$ cat src/rtl/core/tkbwn_pkg.sv
// Shared types and constants for the top-k bone weight normaliser.
package tkbwn_pkg;

    localparam int BONE_W    = 8;
    localparam int WEIGHT_W  = 16;
    localparam int DIV_STEPS = 16;
    localparam int CNT_W     = $clog2(DIV_STEPS);

    localparam logic [WEIGHT_W-1:0] Q_ONE = 16'd32768;

    typedef enum logic [1:0] {
        OP_ADD   = 2'd0,
        OP_NORM  = 2'd1,
        OP_CLEAR = 2'd2
    } op_t;

    typedef enum logic [3:0] {
        ST_IDLE,
        ST_FILL,
        ST_SCAN,
        ST_REPLACE,
        ST_PAD,
        ST_SUM,
        ST_DIV_LOAD,
        ST_DIV,
        ST_OUT
    } state_t;

    typedef struct packed {
        logic accept;
        logic clear;
        logic fill;
        logic scan;
        logic replace;
        logic pad;
        logic sum_add;
        logic idx_clear;
        logic idx_inc;
        logic div_load;
        logic div_step;
        logic out_load;
    } cmd_t;

    typedef struct packed {
        logic full;
        logic idx_last;
        logic div_last;
        logic out_busy;
        logic zero;
    } status_t;

endpackage

$ cat src/rtl/core/tkbwn_div.sv
// Restoring divider: one quotient bit per cycle while step is high, for floor(w * 32768 / sum).
module tkbwn_div #(
    parameter int SW = 19
) (
    input  logic                               clk,
    input  logic                               rst_n,
    input  logic                               load,
    input  logic                               step,
    input  logic [tkbwn_pkg::WEIGHT_W-1:0]     dividend_w,
    input  logic [SW-1:0]                      divisor,
    output logic [tkbwn_pkg::WEIGHT_W-1:0]     quotient,
    output logic                               last
);

    logic [SW-1:0]                     rem_reg,  rem_next;
    logic [tkbwn_pkg::WEIGHT_W-1:0]    bits_reg, bits_next;
    logic [tkbwn_pkg::WEIGHT_W-1:0]    quo_reg,  quo_next;
    logic [tkbwn_pkg::CNT_W-1:0]       cnt_reg,  cnt_next;
    logic [SW:0]                       trial;
    logic [SW:0]                       diff;
    logic                              ge;

    // Trial subtract of the shifted remainder
    assign trial = {rem_reg, bits_reg[tkbwn_pkg::WEIGHT_W-1]};
    assign ge    = (trial >= {1'b0, divisor});
    assign diff  = trial - {1'b0, divisor};

    // Load w * 32768 split as high part (w >> 1) and low bits, or advance one bit
    always_comb
    begin
        rem_next  = rem_reg;
        bits_next = bits_reg;
        quo_next  = quo_reg;
        cnt_next  = cnt_reg;
        if (load)
        begin
            rem_next  = {{(SW-tkbwn_pkg::WEIGHT_W+1){1'b0}},
                         dividend_w[tkbwn_pkg::WEIGHT_W-1:1]};
            bits_next = {dividend_w[0], {(tkbwn_pkg::WEIGHT_W-1){1'b0}}};
            quo_next  = '0;
            cnt_next  = '0;
        end
        else if (step)
        begin
            rem_next  = ge ? diff[SW-1:0] : trial[SW-1:0];
            bits_next = {bits_reg[tkbwn_pkg::WEIGHT_W-2:0], 1'b0};
            quo_next  = {quo_reg[tkbwn_pkg::WEIGHT_W-2:0], ge};
            cnt_next  = cnt_reg + 1'b1;
        end
    end

    always_ff @(posedge clk)
    begin
        rem_reg  <= rem_next;
        bits_reg <= bits_next;
        quo_reg  <= quo_next;
    end

    always_ff @(posedge clk or negedge rst_n)
    begin
        if (!rst_n)
        begin
            cnt_reg <= '0;
        end
        else
        begin
            cnt_reg <= cnt_next;
        end
    end

    assign quotient = quo_reg;
    assign last     = (cnt_reg == tkbwn_pkg::CNT_W'(tkbwn_pkg::DIV_STEPS - 1));

endmodule

$ cat src/rtl/core/tkbwn_dp.sv
// Datapath: slot store, lightest-slot scan, weight sum, divider and output register.
module tkbwn_dp #(
    parameter int SLOT_COUNT = 4
) (
    input  logic                               clk,
    input  logic                               rst_n,
    input  tkbwn_pkg::cmd_t                    cmd,
    output tkbwn_pkg::status_t                 status,
    input  logic [tkbwn_pkg::BONE_W-1:0]       bone_index,
    input  logic [tkbwn_pkg::WEIGHT_W-1:0]     weight,
    input  logic                               out_stall,
    output logic                               out_valid,
    output logic [tkbwn_pkg::BONE_W-1:0]       bone_index_out,
    output logic [tkbwn_pkg::WEIGHT_W-1:0]     weight_out,
    output logic                               slot_real,
    output logic                               zero_sum,
    output logic                               last
);

    localparam int IW = (SLOT_COUNT > 1) ? $clog2(SLOT_COUNT) : 1;
    localparam int FW = $clog2(SLOT_COUNT + 1);
    localparam int SW = tkbwn_pkg::WEIGHT_W + 1 + $clog2(SLOT_COUNT);

    logic [tkbwn_pkg::BONE_W-1:0]   slot_bone_reg   [SLOT_COUNT];
    logic [tkbwn_pkg::WEIGHT_W-1:0] slot_weight_reg [SLOT_COUNT];
    logic [SLOT_COUNT-1:0]          slot_real_reg;
    logic [FW-1:0]                  filled_reg;
    logic [IW-1:0]                  idx_reg;
    logic [tkbwn_pkg::BONE_W-1:0]   item_bone_reg;
    logic [tkbwn_pkg::WEIGHT_W-1:0] item_weight_reg;
    logic [IW-1:0]                  light_at_reg;
    logic [tkbwn_pkg::WEIGHT_W-1:0] light_w_reg;
    logic [SW-1:0]                  sum_reg;

    logic                           out_valid_reg;
    logic [tkbwn_pkg::BONE_W-1:0]   out_bone_reg;
    logic [tkbwn_pkg::WEIGHT_W-1:0] out_weight_reg;
    logic                           out_real_reg;
    logic                           out_zero_reg;
    logic                           out_last_reg;

    logic [tkbwn_pkg::BONE_W-1:0]   rd_bone;
    logic [tkbwn_pkg::WEIGHT_W-1:0] rd_weight;
    logic [tkbwn_pkg::WEIGHT_W-1:0] quotient;
    logic [tkbwn_pkg::WEIGHT_W-1:0] norm_weight;
    logic                           div_last;
    logic                           idx_last;
    logic                           zero;
    logic                           wr_en;
    logic                           wr_bone_en;
    logic [IW-1:0]                  wr_addr;
    logic [tkbwn_pkg::BONE_W-1:0]   wr_bone;
    logic [tkbwn_pkg::WEIGHT_W-1:0] wr_weight;

    // Read port at the running slot index
    assign rd_bone     = slot_bone_reg[idx_reg];
    assign rd_weight   = slot_weight_reg[idx_reg];
    assign idx_last    = (idx_reg == IW'(SLOT_COUNT - 1));
    assign zero        = (sum_reg == '0);
    assign norm_weight = zero ? '0 : quotient;

    // Select the single slot write: fill, replace-lightest or write-back
    always_comb
    begin
        wr_en      = 1'b0;
        wr_bone_en = 1'b0;
        wr_addr    = idx_reg;
        wr_bone    = item_bone_reg;
        wr_weight  = item_weight_reg;
        if (cmd.fill)
        begin
            wr_en      = 1'b1;
            wr_bone_en = 1'b1;
            wr_addr    = filled_reg[IW-1:0];
        end
        else if (cmd.replace)
        begin
            wr_en      = (item_weight_reg > light_w_reg);
            wr_bone_en = 1'b1;
            wr_addr    = light_at_reg;
        end
        else if (cmd.out_load)
        begin
            wr_en     = 1'b1;
            wr_weight = norm_weight;
        end
    end

    // Slot payload: pad unfilled slots with dummies, otherwise take the write
    always_ff @(posedge clk)
    begin
        for (int i = 0; i < SLOT_COUNT; i++)
        begin
            if (cmd.pad && (FW'(i) >= filled_reg))
            begin
                slot_bone_reg[i]   <= '0;
                slot_weight_reg[i] <= '0;
            end
            else if (wr_en && (wr_addr == IW'(i)))
            begin
                if (wr_bone_en)
                begin
                    slot_bone_reg[i] <= wr_bone;
                end
                slot_weight_reg[i] <= wr_weight;
            end
        end
    end

    // Real-slot flags, fill count and slot index
    always_ff @(posedge clk or negedge rst_n)
    begin
        if (!rst_n)
        begin
            slot_real_reg <= '0;
            filled_reg    <= '0;
            idx_reg       <= '0;
        end
        else
        begin
            if (cmd.clear)
            begin
                slot_real_reg <= '0;
                filled_reg    <= '0;
            end
            else if (cmd.pad)
            begin
                for (int i = 0; i < SLOT_COUNT; i++)
                begin
                    if (FW'(i) >= filled_reg)
                    begin
                        slot_real_reg[i] <= 1'b0;
                    end
                end
                filled_reg <= FW'(SLOT_COUNT);
            end
            else
            begin
                for (int i = 0; i < SLOT_COUNT; i++)
                begin
                    if (wr_en && wr_bone_en && (wr_addr == IW'(i)))
                    begin
                        slot_real_reg[i] <= 1'b1;
                    end
                end
                if (cmd.fill)
                begin
                    filled_reg <= filled_reg + 1'b1;
                end
            end
            if (cmd.idx_clear)
            begin
                idx_reg <= '0;
            end
            else if (cmd.idx_inc)
            begin
                idx_reg <= idx_reg + 1'b1;
            end
        end
    end

    // Latch the add item with its weight saturated to one
    always_ff @(posedge clk)
    begin
        if (cmd.accept)
        begin
            item_bone_reg   <= bone_index;
            item_weight_reg <= (weight > tkbwn_pkg::Q_ONE) ? tkbwn_pkg::Q_ONE : weight;
        end
    end

    // Track the lightest slot, first one on ties
    always_ff @(posedge clk)
    begin
        if (cmd.scan && ((idx_reg == '0) || (rd_weight < light_w_reg)))
        begin
            light_at_reg <= idx_reg;
            light_w_reg  <= rd_weight;
        end
    end

    // Accumulate the weight sum one slot a cycle
    always_ff @(posedge clk)
    begin
        if (cmd.pad)
        begin
            sum_reg <= '0;
        end
        else if (cmd.sum_add)
        begin
            sum_reg <= sum_reg + SW'(rd_weight);
        end
    end

    tkbwn_div #(
        .SW (SW)
    ) u_div (
        .clk        (clk),
        .rst_n      (rst_n),
        .load       (cmd.div_load),
        .step       (cmd.div_step),
        .dividend_w (rd_weight),
        .divisor    (sum_reg),
        .quotient   (quotient),
        .last       (div_last)
    );

    // Output register: hold while stalled, drop once taken
    always_ff @(posedge clk or negedge rst_n)
    begin
        if (!rst_n)
        begin
            out_valid_reg <= 1'b0;
        end
        else if (cmd.out_load)
        begin
            out_valid_reg <= 1'b1;
        end
        else if (!out_stall)
        begin
            out_valid_reg <= 1'b0;
        end
    end

    always_ff @(posedge clk)
    begin
        if (cmd.out_load)
        begin
            out_bone_reg   <= rd_bone;
            out_weight_reg <= norm_weight;
            out_real_reg   <= slot_real_reg[idx_reg];
            out_zero_reg   <= zero;
            out_last_reg   <= idx_last;
        end
    end

    assign out_valid      = out_valid_reg;
    assign bone_index_out = out_bone_reg;
    assign weight_out     = out_weight_reg;
    assign slot_real      = out_real_reg;
    assign zero_sum       = out_zero_reg;
    assign last           = out_last_reg;

    assign status.full     = (filled_reg == FW'(SLOT_COUNT));
    assign status.idx_last = idx_last;
    assign status.div_last = div_last;
    assign status.out_busy = out_valid_reg && out_stall;
    assign status.zero     = zero;

endmodule

$ cat src/rtl/core/tkbwn_ctrl.sv
// Controller: sequences add, normalise and clear transactions over the datapath.
module tkbwn_ctrl (
    input  logic                  clk,
    input  logic                  rst_n,
    input  logic                  in_valid,
    output logic                  in_stall,
    input  logic [1:0]            op,
    input  tkbwn_pkg::status_t    status,
    output tkbwn_pkg::cmd_t       cmd
);

    tkbwn_pkg::state_t state_reg, state_next;
    logic              accept;

    assign accept = (state_reg == tkbwn_pkg::ST_IDLE) && in_valid;

    always_ff @(posedge clk or negedge rst_n)
    begin
        if (!rst_n)
        begin
            state_reg <= tkbwn_pkg::ST_IDLE;
        end
        else
        begin
            state_reg <= state_next;
        end
    end

    // Next state
    always_comb
    begin
        state_next = state_reg;
        unique case (state_reg)
            tkbwn_pkg::ST_IDLE:
            begin
                if (in_valid)
                begin
                    unique case (op)
                        tkbwn_pkg::OP_ADD:
                            state_next = status.full ? tkbwn_pkg::ST_SCAN : tkbwn_pkg::ST_FILL;
                        tkbwn_pkg::OP_NORM:
                            state_next = tkbwn_pkg::ST_PAD;
                        default:
                            state_next = tkbwn_pkg::ST_IDLE;
                    endcase
                end
            end
            tkbwn_pkg::ST_FILL:
                state_next = tkbwn_pkg::ST_IDLE;
            tkbwn_pkg::ST_SCAN:
                if (status.idx_last)
                begin
                    state_next = tkbwn_pkg::ST_REPLACE;
                end
            tkbwn_pkg::ST_REPLACE:
                state_next = tkbwn_pkg::ST_IDLE;
            tkbwn_pkg::ST_PAD:
                state_next = tkbwn_pkg::ST_SUM;
            tkbwn_pkg::ST_SUM:
                if (status.idx_last)
                begin
                    state_next = tkbwn_pkg::ST_DIV_LOAD;
                end
            tkbwn_pkg::ST_DIV_LOAD:
                state_next = status.zero ? tkbwn_pkg::ST_OUT : tkbwn_pkg::ST_DIV;
            tkbwn_pkg::ST_DIV:
                if (status.div_last)
                begin
                    state_next = tkbwn_pkg::ST_OUT;
                end
            tkbwn_pkg::ST_OUT:
                if (!status.out_busy)
                begin
                    state_next = status.idx_last ? tkbwn_pkg::ST_IDLE
                                                 : tkbwn_pkg::ST_DIV_LOAD;
                end
            default:
                state_next = tkbwn_pkg::ST_IDLE;
        endcase
    end

    // Commands
    always_comb
    begin
        cmd           = '0;
        cmd.accept    = accept;
        cmd.clear     = accept && (op == tkbwn_pkg::OP_CLEAR);
        cmd.idx_clear = accept;
        in_stall      = (state_reg != tkbwn_pkg::ST_IDLE);
        unique case (state_reg)
            tkbwn_pkg::ST_IDLE:
            begin
            end
            tkbwn_pkg::ST_FILL:
                cmd.fill = 1'b1;
            tkbwn_pkg::ST_SCAN:
            begin
                cmd.scan    = 1'b1;
                cmd.idx_inc = !status.idx_last;
            end
            tkbwn_pkg::ST_REPLACE:
                cmd.replace = 1'b1;
            tkbwn_pkg::ST_PAD:
                cmd.pad = 1'b1;
            tkbwn_pkg::ST_SUM:
            begin
                cmd.sum_add   = 1'b1;
                cmd.idx_inc   = !status.idx_last;
                cmd.idx_clear = status.idx_last;
            end
            tkbwn_pkg::ST_DIV_LOAD:
                cmd.div_load = 1'b1;
            tkbwn_pkg::ST_DIV:
                cmd.div_step = 1'b1;
            tkbwn_pkg::ST_OUT:
            begin
                cmd.out_load = !status.out_busy;
                cmd.idx_inc  = !status.out_busy && !status.idx_last;
            end
            default:
            begin
            end
        endcase
    end

endmodule

$ cat src/rtl/core/top_k_bone_weight_normalizer_unit.sv
// Top level of the top-k bone weight normaliser: controller, datapath and checks.
//
// Usage: one input channel (in_valid / in_stall) carries op, bone_index and
// weight; one output channel (out_valid / out_stall) carries one slot result
// per transaction. op add keeps the SLOT_COUNT heaviest influences of the
// current vertex, op normalise emits SLOT_COUNT results (last on the final
// one), op clear starts a new vertex; op 3 is ignored.
// Sequence: an add writes a free slot directly, or else scans every slot for
// the lightest one and replaces it if the new weight is heavier. A normalise
// is accepted, pads and sums the slots, then for each slot loads the divider,
// steps it bit by bit and outputs the result; with a zero sum the divider is
// skipped. A clear completes as it is accepted.
// A new transaction is accepted once the previous one is finished, even if
// its last result still sits in the output register.
// Reset empties the store and the output register; no clearing pass is run.
// When the receiver stalls, the result holds and the next divide waits for it.
module top_k_bone_weight_normalizer_unit #(
    parameter int SLOT_COUNT = 4
) (
    input  logic                               clk,
    input  logic                               rst_n,
    input  logic                               in_valid,
    output logic                               in_stall,
    input  logic [1:0]                         op,
    input  logic [tkbwn_pkg::BONE_W-1:0]       bone_index,
    input  logic [tkbwn_pkg::WEIGHT_W-1:0]     weight,
    output logic                               out_valid,
    input  logic                               out_stall,
    output logic [tkbwn_pkg::BONE_W-1:0]       bone_index_out,
    output logic [tkbwn_pkg::WEIGHT_W-1:0]     weight_out,
    output logic                               slot_real,
    output logic                               zero_sum,
    output logic                               last
);

    tkbwn_pkg::cmd_t    cmd;
    tkbwn_pkg::status_t status;

    tkbwn_ctrl u_ctrl (
        .clk      (clk),
        .rst_n    (rst_n),
        .in_valid (in_valid),
        .in_stall (in_stall),
        .op       (op),
        .status   (status),
        .cmd      (cmd)
    );

    tkbwn_dp #(
        .SLOT_COUNT (SLOT_COUNT)
    ) u_dp (
        .clk            (clk),
        .rst_n          (rst_n),
        .cmd            (cmd),
        .status         (status),
        .bone_index     (bone_index),
        .weight         (weight),
        .out_stall      (out_stall),
        .out_valid      (out_valid),
        .bone_index_out (bone_index_out),
        .weight_out     (weight_out),
        .slot_real      (slot_real),
        .zero_sum       (zero_sum),
        .last           (last)
    );

    // Never overwrite a result that the receiver has not taken
    assert property (@(posedge clk) disable iff (!rst_n)
        cmd.out_load |-> !status.out_busy)
        else $error("output register overwritten while stalled");

    // Store and divider writes are mutually exclusive
    assert property (@(posedge clk) disable iff (!rst_n)
        $onehot0({cmd.fill, cmd.replace, cmd.pad, cmd.sum_add,
                  cmd.div_load, cmd.div_step, cmd.out_load}))
        else $error("conflicting datapath commands");

    // The slot index never runs past the last slot
    assert property (@(posedge clk) disable iff (!rst_n)
        cmd.idx_inc |-> !status.idx_last)
        else $error("slot index overrun");

    // A divide run ends in the output state
    assert property (@(posedge clk) disable iff (!rst_n)
        (cmd.div_step && status.div_last) |=> (!cmd.div_step && !cmd.accept))
        else $error("divider stepped past its final bit");

endmodule

$ cat config.mk
export PLATFORM = sky130hd
export DESIGN_NAME = top_k_bone_weight_normalizer_unit
export DESIGN_NICKNAME = d
export VERILOG_FILES = /design/src/rtl/core/tkbwn_pkg.sv /design/src/rtl/core/tkbwn_div.sv /design/src/rtl/core/tkbwn_dp.sv /design/src/rtl/core/tkbwn_ctrl.sv /design/src/rtl/core/top_k_bone_weight_normalizer_unit.sv
export SDC_FILE = /design/constraint.sdc
export NUM_CORES = 1
export LEC_CHECK = 0
export BUFFER_PORTS_ARGS = -buffer_cell sky130_fd_sc_hd__buf_4
export CAP_MARGIN = 20
export CORE_ASPECT_RATIO = 0.7
export CORE_MARGIN = 8
export CORE_UTILIZATION = 57
export DETAILED_ROUTE_END_ITERATION = 10
export GPL_TIMING_DRIVEN = 0
export PLACE_DENSITY = 0.76
export SYNTH_ARGS = -nofsm -noshare
export SYNTH_HDL_FRONTEND = slang
export SYNTH_SLANG_ARGS = --single-unit
$ cat constraint.sdc
create_clock -name clk -period 4.3 [get_ports clk]
set_input_delay 0.43 -clock clk [delete_from_list [all_inputs] [get_ports clk]]
set_output_delay 0.43 -clock clk [all_outputs]
set_load 0.01 [all_outputs]
==> flow_summary.json, run 1 <==
{
  "synth_enable_flop_cells": 181,
  "status": "finished clean",
  "area_growth_pct": 12.9,
  "period_share": 0.914,
  "cts-htree-levels": 1,
  "path_class": "register to register",
  "synth_cells": 1135,
  "start_util": 0.582,
  "period_needed_ns": 3.93,
  "maxSlewHeadroom": 0.300,
  "timing.final.hold_violations": 0,
  "hold_class": "input pin to register",
  "drt-met1-wl_mm": 15.2,
  "post_drt_wl_per_cell_um": 21.9,
  "postCtsSetupBuffers": 0,
  "firstDrtPassIters": 5,
  "synth_area_um2": 12700,
  "ys_warn_count": 0,
  "yosys.cell_types.count": 85,
  "cts.path.max_buffers": 3,
  "cp_common_cell": "buf_2",
  "path_cells": "buf_2, buf_2, mux4_2, ha_1, o211a_1, a221oi_1, o21ai_1, a31oi_1, o41ai_1, nor2_4",
  "ant_nets": 0,
  "async_reset_ff_frac": 0.0756,
  "place_congestion": 0.934,
  "fp-row-count": 45,
  "finalSetupTns_ns": 0,
  "crit_arrival_ns": 4.08,
  "grt_max_degree": 37,
  "final_cell_area_um2": 14300,
  "grt_pass1_wl_mm": 51.8,
  "numClockSinks": 238,
  "dpl-instance-area_um2": 13500,
  "p_leak_nw": 5.41,
  "fillers": 1639,
  "grt_antenna_before_repair": 1,
  "slowest_stage": "mux4_2",
  "place.detailed.hpwl_mm": 24.5,
  "ys_ff_latch": 238,
  "ys.flop_type": "edfxtp_1",
  "worst_pin_slew_ns": 1.05,
  "grt_use_total": 0.238,
  "insertion_delay_ns": 0.52,
  "finalClockSkew_ns": 0.0132,
  "die_y_um": 141,
  "io_pins": 59,
  "final_cells": 1524,
  "routed_wl_mm": 33.4,
  "crit_path_end_kind": "register",
  "syn_avg_cell_area_um2": 11.2,
  "holdPathStages": 1,
  "setup_violations": 0,
  "clockRootBuffer": "clkbuf_16",
  "wl_met2_mm": 14.1,
  "largest_reg_flops": 64,
  "antenna_cells": 0,
  "clk_pin_slew_ns": 0.06,
  "post-place-ws_ns": -0.0711,
  "timing.final.ws_setup_ns": 0.370,
  "fin_nets": 1328,
  "path_buf_inv": 2,
  "dr.first_iter.drc_count": 1102,
  "viasPerCell": 6.39,
  "ys_seq_area_frac": 0.525,
  "final_cell_mix": "edfxtp_1, nand2_1, nor3_1",
  "io_buffers": 57,
  "cp_max_fo": 18,
  "layout-drive-gt1-share": 0.152,
  "power.density_nw_per_um2": 673,
  "grt_pass1_vias": 9131,
  "gr-total-overflow": 0,
  "path_delay_family": "compound AO/OA/AOI/OAI gates",
  "r2r_cells": 10,
  "drcViolationCount": 0,
  "die_w_um": 194,
  "routed-via-count": 9733,
  "maxCapViolCount": 0,
  "fmax_mhz": 254,
  "met3_length_mm": 3.59,
  "vdd_drop_max_mv": 0.306,
  "maxUsedRoutingLayer": "met4",
  "layout_commonest_cell": "edfxtp_1",
  "dp.cells": 1479,
  "syn-num-nets": 1239,
  "max_stage_delay_ns": 0.65,
  "p_total_mw": 9.63,
  "cp.depth": 10,
  "die_area_um2": 27400,
  "rsz0062_at_grt": "false",
  "cts_tree": "yes",
  "coreArea_um2": 21800,
  "finalMaxSlewViolations": 0,
  "critPathLaunchType": "register",
  "cts_buffers": 24,
  "required_ns": 4.45
}
worst reg2reg max path, delay by kind of cell, from the launching register on:
kind	cells	cell delay (ns)
AOI/OAI and AO/OA	5	1.12
muxes	1	0.66
buffers and inverters	2	0.57
and+or+nand+nor	1	0.50
DFF	1	0.37
adders and majority gates	1	0.35
cells by family (layout without fill, tap and decap cells):
family	Yosys count	after routing	synth area share
muxes	50	50	0.0645
buffers and inverters	113	220	0.0395
adders and majority gates	74	74	0.0742
and+or+nand+nor	414	414	0.161
AOI/OAI and AO/OA	225	225	0.121
DFF	238	238	0.525
xor gates and xnor gates	21	21	0.0145
Yosys cell counts, drive strengths merged (4+ instances only):
cell type / instances / share of area
nor4: 10 / 0.0054
a21oi: 53 / 0.022
ha: 72 / 0.071
nand2b: 13 / 0.0070
nor2b: 35 / 0.017
nand2: 122 / 0.037
buf: 36 / 0.017
xnor2: 13 / 0.0090
nand4: 13 / 0.0064
o31ai: 9 / 0.0057
nor3: 118 / 0.048
nand3: 27 / 0.011
a21o: 20 / 0.012
o21ai: 48 / 0.020
o21bai: 5 / 0.0030
a31oi: 20 / 0.010
inv: 57 / 0.017
o21a: 12 / 0.0071
nor2: 54 / 0.016
mux2i: 21 / 0.017
dfxtp: 39 / 0.062
dfrtp: 18 / 0.036
mux4: 25 / 0.044
clkbuf: 20 / 0.0059
mux2: 4 / 0.0036
nor3b: 4 / 0.0024
a21boi: 5 / 0.0033
edfxtp: 181 / 0.43
xor2: 8 / 0.0055
a211oi: 9 / 0.0057
o22ai: 5 / 0.0025
or3: 5 / 0.0029
path summary, 6_finish.rpt:
path | to | slack, ns | startpoint
min in group asynchronous | u_dp.idx_reg[1] | 0.33 | rst_n
min | u_dp.item_weight_reg[15] | 0.09 | weight[15]
min reg2reg | u_dp.u_div.quotient[15] | 0.44 | u_dp.u_div.quotient[15]
max | u_dp.light_w_reg[6] | 0.37 | u_dp.idx_reg[0]
max reg2reg | u_dp.light_w_reg[6] | 0.37 | u_dp.idx_reg[0]
max in group asynchronous | u_dp.filled_reg[1] | 3.77 | rst_n
where the power goes:
group,switching (mW),internal (mW)
Combinational,2.66,1.58
Clock,0.875,1.18
Sequential,0.258,3.09
area by class of cell:
type,count,area [µm²],area share
clock inverter,15,118,0.00821
tap,282,353,0.0246
clock buffer,29,641,0.0447
buffer,56,289,0.0202
sequential,238,6670,0.466
timing repair buffer,63,485,0.0339
multi-input combinational,784,5550,0.388
inverter,57,214,0.0149
repair_timing:
item	CTS	global route
setup endpoints to repair	18	18
hold endpoints to repair	18	0
pin swaps	0	0
hold buffers	1	0
resized for setup	1	2
gates cloned	0	0
routing by layer:
layer / track usage / vias to the layer above
li1: - / 4447
met1: 0.361 / 4736
met2: 0.347 / 509
met3: 0.0542 / 41
met4: 0.0441 / 0
met5: 0 / -
metrics by stage:
stage | util | hold slack, ns
6_report | 0.657 | 0.0853
3_3_place_gp | 0.618 | 0.321
2_1_floorplan | - | 0.134
5_1_grt | 0.657 | 0.0794
3_5_place_dp | 0.622 | 0.322
4_1_cts | 0.657 | 0.0762
Note: power is estimated with default switching activity, not from simulation.
==> run 2, diff against run 1 <==
--- a/config.mk
+++ b/config.mk
@@ -5,6 +5,7 @@
 export SDC_FILE = /design/constraint.sdc
 export NUM_CORES = 1
 export LEC_CHECK = 0
+export ABC_AREA = 1
 export BUFFER_PORTS_ARGS = -buffer_cell sky130_fd_sc_hd__buf_4
 export CAP_MARGIN = 20
 export CORE_ASPECT_RATIO = 0.7
==> constraint.sdc (replaced) <==
create_clock -name clk -period 5.1 [get_ports clk]
set_input_delay 0.51 -clock clk [delete_from_list [all_inputs] [get_ports clk]]
set_output_delay 0.51 -clock clk [all_outputs]
set_load 0.01 [all_outputs]
==> run 2 against run 1 <==
Compared with the run above: wire length rose by 1.1%; global-route usage is 0.62 points higher; critical path type unchanged; fmax decreased by 9.6%; utilization down 0.59 points; cell count rose by 18%; sequential power down 6.3%; clock skew down 0.0011 ns.
==> flow_summary.json, run 2 <==
{
  "post_drt_wl_per_cell_um": 18.8,
  "drcViolationCount": 0,
  "fmax_mhz": 230,
  "fin_nets": 1603,
  "routed-via-count": 10400,
  "ys_seq_area_frac": 0.530,
  "yosys.area_share.xor_xnor": 0.0153,
  "postCtsSetupBuffers": 0,
  "cts-htree-levels": 1,
  "largest_reg_flops": 64,
  "coreArea_um2": 21700,
  "holdCritStartpoint": "bone_index[7]",
  "grt_antenna_before_repair": 0,
  "rsz0062_at_grt": "false",
  "fillers": 1736,
  "crit_arrival_ns": 4.74,
  "insertion_delay_ns": 0.51,
  "netlist.area_leader.share": 0.432,
  "finalClockSkew_ns": 0.0121,
  "maxCapViolCount": 0,
  "synth_top_area_cell": "edfxtp_1",
  "place_congestion": 0.935,
  "rr_endpoint": "u_dp.sum_reg[15]",
  "ys.flop_type": "edfxtp_1",
  "synth_area_um2": 12600,
  "power.density_nw_per_um2": 681,
  "r2r-start": "u_dp.idx_reg[1]",
  "synthTopCellsByArea": "edfxtp_1, nor2_1, ha_1, nand2_1, dfxtp_1",
  "fp-row-count": 45,
  "dr.first_iter.drc_count": 1208,
  "seq_area_um2": 6670,
  "ctsHoldBuffers": 1,
  "p_total_mw": 9.62,
  "firstDrtPassIters": 5,
  "hold_ws_ns": 0.176,
  "synth_fa_ha_area_frac": 0.0749,
  "synth_compound_area_frac": 0.125,
  "syn-num-nets": 1517,
  "status": "finished clean",
  "cts-resized-gates": 0,
  "area_growth_pct": 12.3,
  "gr-total-overflow": 0,
  "yosysMostFrequentCell": "nor2_1",
  "maxSlewHeadroom": 0.374,
  "timing.final.hold_violations": 0,
  "final_cells": 1796,
  "synth_cells": 1413,
  "worst_pin_slew_ns": 0.937,
  "syn_avg_cell_area_um2": 8.90,
  "period_share": 0.852,
  "ys_ff_latch": 238,
  "antenna_cells": 0,
  "grt_max_degree": 37,
  "routed_wl_mm": 33.8,
  "grt_pass1_wl_mm": 53.5,
  "die_y_um": 140,
  "setup_violations": 0,
  "io_pins": 59,
  "min_to": "u_dp.item_bone_reg[7]",
  "layout-drive-gt1-share": 0.0872,
  "grt_use_total": 0.245,
  "numClockSinks": 238,
  "multi_input_area_um2": 5050,
  "grt_pass1_vias": 10000,
  "vdd_drop_max_mv": 0.263,
  "die_area_um2": 27100,
  "yosys.cell_types.count": 46,
  "ys_warn_count": 0,
  "cts.path.max_buffers": 3,
  "hold_class": "input pin to register",
  "synth_enable_flop_cells": 181,
  "layout_commonest_cell": "nor2_1",
  "p_leak_nw": 6.05,
  "clockRootBuffer": "clkbuf_16",
  "finalSetupTns_ns": 0,
  "cts_buffers": 23,
  "synth_top_family_by_area": "simple AND/OR/NAND/NOR gates",
  "start_util": 0.580,
  "final_cell_mix": "nor2_1, nand2_1, edfxtp_1",
  "holdPathStages": 1,
  "r2r_cells": 15,
  "io_buffers": 58,
  "ant_nets": 0,
  "path_class": "register to register",
  "finalMaxSlewViolations": 0,
  "required_ns": 5.50,
  "cts_tree": "yes",
  "dp.cells": 1755,
  "synthMuxAreaShare": 0,
  "synth-simple-area-share": 0.186,
  "place.detailed.hpwl_mm": 25.2,
  "period_needed_ns": 4.35,
  "critPathLaunchType": "register",
  "cp_max_fo": 10,
  "crit_path_end_kind": "register",
  "die_w_um": 193,
  "viasPerCell": 5.82,
  "clk_pin_slew_ns": 0.07,
  "r2r_slack_ns": 0.75,
  "async_reset_ff_frac": 0.0756,
  "ys_top_cells_by_count": "nor2_1, nand2_1, edfxtp_1"
}
## run 2: cell count changes in the layout (fill, tap and decap cells not counted), moves of 21 or more
| cell | change |
|---|---|
| mux2i_1 | -21 |
| inv_1 | +117 |
| nor2_1 | +191 |
| nand2_1 | +101 |
| mux4_2 | -25 |
| nor2b_1 | -34 |
| a21oi_1 | +36 |
| o22ai_1 | +28 |
| o21ai_0 | +107 |
| nor3_1 | -102 |
## run 2: worst max path at each step
| stage | slack (ns) | cells past startpoint | endpoint | startpoint |
|---|---|---|---|---|
| floorplan | 1.72 | 11 | u_dp.light_at_reg[0] | u_dp.idx_reg[1] |
| global placement | 0.27 | 10 | u_dp.light_w_reg[7] | u_dp.idx_reg[0] |
| detailed placement | 1.04 | 15 | u_dp.sum_reg[15] | u_dp.idx_reg[1] |
| CTS | 1.01 | 15 | u_dp.sum_reg[15] | u_dp.idx_reg[1] |
| global route | 0.61 | 15 | u_dp.sum_reg[15] | u_dp.idx_reg[1] |
| finish | 0.75 | 15 | u_dp.sum_reg[15] | u_dp.idx_reg[1] |
## run 2: logic make-up after synthesis
logic type	count (synthesis)
adder cells (fa/ha/maj)	74
AND/OR/NAND/NOR	570
buffers and inverters	218
AO/OA/AOI/OAI	291
XOR/XNOR	22
flip-flops	238
## run 2: report_power, final
part / switching (mW) / internal [mW]
Combinational: 3.30 / 1.54
Sequential: 0.248 / 2.89
Clock: 0.725 / 0.910
Total: 4.28 / 5.34
## run 2: cell type report
cell class | count | area share
sequential | 238 | 0.472
inverter | 176 | 0.0468
timing repair buffer | 61 | 0.0337
clock buffer | 28 | 0.0435
buffer | 42 | 0.0141
multi-input combinational | 957 | 0.358
clock inverter | 12 | 0.00656
tap | 282 | 0.0250
## run 2: routing by layer
metal  track usage  vias to the layer above  wire length [µm]
met5             0                        -                 0
met4        0.0590                        0               694
met3        0.0658                       55              4040
met2         0.350                      573             13700
met1         0.362                     4872             15300
li1              -                     4949                 -
## run 2: critical path: stages, from the launching register on
cell and delay, ns:
dfrtp_1 0.53, inv_1 0.16, clkbuf_1 0.45, clkbuf_1 0.44
o21ai_0 0.21, o22ai_1 0.49, ha_1 0.33, a21oi_1 0.12
o21ai_0 0.23, nor2_1 0.11, o21ai_0 0.54, nand2_1 0.20
nand3_1 0.11, nand2_1 0.05, o21ai_0 0.19, inv_1 0.06
## run 2: metrics by stage
stage / setup slack [ns] / area, µm² / util
after floorplan: 1.72 / 12600 / -
after global routing: 0.605 / 14100 / 0.651
after detailed placement: 1.04 / 13400 / 0.618
after CTS: 1.01 / 14100 / 0.651
after global placement: 0.274 / 13400 / 0.616
final: 0.753 / 14100 / 0.651
==> run 3, diff against run 2 <==
--- a/config.mk
+++ b/config.mk
@@ -14,6 +14,7 @@
 export DETAILED_ROUTE_END_ITERATION = 10
 export GPL_TIMING_DRIVEN = 0
 export PLACE_DENSITY = 0.76
+export REMOVE_ABC_BUFFERS = 1
 export SYNTH_ARGS = -nofsm -noshare
 export SYNTH_HDL_FRONTEND = slang
 export SYNTH_SLANG_ARGS = --single-unit
==> run 3 against run 2 <==
Compared with the run above: count of clock-buffer cells in the layout shrank 2; non-clock buffer count decreased by 38; die area did not move; clock skew grew 0.014 ns; sequential power grew 2%.
==> flow_summary.json, run 3 (same netlist as run 2, synthesis figures left out) <==
{
  "maxSlewHeadroom": 0.237,
  "crit_path_end_kind": "register",
  "r2r_cells": 12,
  "grt_pass1_vias": 9313,
  "cp_max_fo": 29,
  "io_buffers": 58,
  "clkPwrFrac": 0.189,
  "grt_antenna_before_repair": 1,
  "setup_violations": 0,
  "cp.depth": 12,
  "largest_reg_flops": 64,
  "rsz0062_at_grt": "false",
  "clockRootBuffer": "clkbuf_16",
  "grt_use_total": 0.236,
  "fillers": 1721,
  "pwr-share-comb": 0.479,
  "start_util": 0.580,
  "fmax_mhz": 209,
  "cts-htree-levels": 1,
  "viasPerCell": 5.78,
  "routed-via-count": 10200,
  "slowest_stage": "inv_1",
  "power.density_nw_per_um2": 682,
  "p_switching_mw": 4.19,
  "coreArea_um2": 21700,
  "drcViolationCount": 0,
  "insertion_delay_ns": 0.53,
  "p_leak_nw": 6.04,
  "place.detailed.hpwl_mm": 23.5,
  "post_drt_wl_per_cell_um": 18.9,
  "layout_commonest_cell": "nor2_1",
  "p_int_mw": 5.43,
  "dpl-instance-area_um2": 13300,
  "firstDrtPassIters": 6,
  "critPathLaunchType": "register",
  "timing.final.hold_violations": 0,
  "hold_class": "input pin to register",
  "required_ns": 5.33,
  "path_delay_family": "compound AO/OA/AOI/OAI gates",
  "period_needed_ns": 4.79,
  "dr.first_iter.drc_count": 1140,
  "die_area_um2": 27100,
  "worst_pin_slew_ns": 1.14,
  "maxCapViolCount": 0,
  "ant_nets": 0,
  "final_cell_mix": "nor2_1, nand2_1, edfxtp_1",
  "grt_pass1_wl_mm": 51.3,
  "numClockSinks": 238,
  "finalSetupTns_ns": 0,
  "p_seq_frac": 0.332,
  "final_util": 0.651,
  "gr-total-overflow": 0,
  "vdd_drop_max_mv": 0.380,
  "cts_tree": "yes",
  "path_class": "register to register",
  "fp-row-count": 45,
  "grt_max_degree": 56,
  "routed_wl_mm": 33.2,
  "status": "finished clean",
  "period_share": 0.939,
  "path_cells": "inv_1, o21ai_0, o22ai_1, ha_1, a21oi_1, nor2_1, a211oi_1, nand2_1, nand2_1, nand2_1, a21oi_2, buf_8",
  "place_congestion": 0.927,
  "final_cell_area_um2": 14100,
  "postCtsSetupBuffers": 0,
  "fin_nets": 1565,
  "cts.path.max_buffers": 3,
  "cp_common_cell": "nand2_1",
  "path_buf_inv": 2,
  "finalClockSkew_ns": 0.0257,
  "area_growth_pct": 12.2,
  "holdPathStages": 1,
  "io_pins": 59,
  "crit_arrival_ns": 5.02,
  "cts_buffers": 23,
  "clk_pin_slew_ns": 0.06,
  "finalMaxSlewViolations": 0,
  "layout-drive-gt1-share": 0.0900,
  "max_stage_delay_ns": 1.05,
  "die_y_um": 140,
  "switching_share": 0.435,
  "die_w_um": 193
}
run 3: path summary, 6_finish.rpt:
check / from / to / slack (ns)
max: u_dp.idx_reg[1] / u_dp.light_w_reg[5] / 0.31
min: bone_index[1] / u_dp.item_bone_reg[1] / 0.16
max reg2reg: u_dp.idx_reg[1] / u_dp.light_w_reg[5] / 0.31
min reg2reg: u_dp.u_div.cnt_reg[3] / u_dp.u_div.cnt_reg[3] / 0.47
max in group asynchronous: rst_n / u_dp.idx_reg[0] / 4.46
min in group asynchronous: rst_n / u_dp.slot_real_reg[1] / 0.40
run 3: timing repair:
item                       CTS  global route
setup endpoints to repair    0            10
hold endpoints to repair    18             0
hold buffers                 1             0
resized for setup            0             1
run 3: through the flow:
step	instances	hold slack (ns)	setup slack [ns]	power [mW]
3_3_place_gp	1711	0.396	-2.14	7.50
6_report	1760	0.160	0.310	9.61
3_5_place_dp	1715	0.398	0.383	7.67
2_1_floorplan	1371	0.214	0.400	6.35
4_1_cts	1757	0.153	0.392	9.50
5_1_grt	1759	0.149	0.151	10.3
run 3: power groups by stage:
| stage | Clock [mW] | Sequential [mW] | Combinational [mW] |
|---|---|---|---|
| 2_1_floorplan | 0 | 3.11 | 3.24 |
| 3_3_place_gp | 0 | 3.20 | 4.30 |
| 3_5_place_dp | 0 | 3.22 | 4.45 |
| 4_1_cts | 1.82 | 3.18 | 4.50 |
| 5_1_grt | 1.89 | 3.24 | 5.13 |
| 6_report | 1.82 | 3.19 | 4.61 |
run 3: layout make-up:
cell class	count	area [µm²]	share of cell area
well taps	282	353	0.0250
repair buffers	65	548	0.0389
flip-flops and latches	238	6670	0.473
multi-input cells	957	5080	0.360
clock buffers	26	617	0.0437
inverters	176	663	0.0470
clock inverters	15	179	0.0127
diodes	1	2.50	0.000177
run 3: per-layer routing:
metal  share of wire  vias to the layer above  wire length, µm  track usage
met1            0.44                     4757            14600        0.346
met2            0.42                      508            14000        0.345
met3            0.12                       48             3960       0.0658
li1                -                     4860                -            -
met4           0.017                        0              568       0.0456
met5               0                        -                0            0
run 3: worst reg2reg max path: stages, from the launching register on:
cell	delay [ns]
dfrtp_1	0.79
inv_1	1.07
o21ai_0	0.24
o22ai_1	0.49
ha_1	0.34
a21oi_1	0.17
nor2_1	0.06
a211oi_1	0.17
nand2_1	0.18
nand2_1	0.11
nand2_1	0.08
a21oi_2	0.56
buf_8	0.25
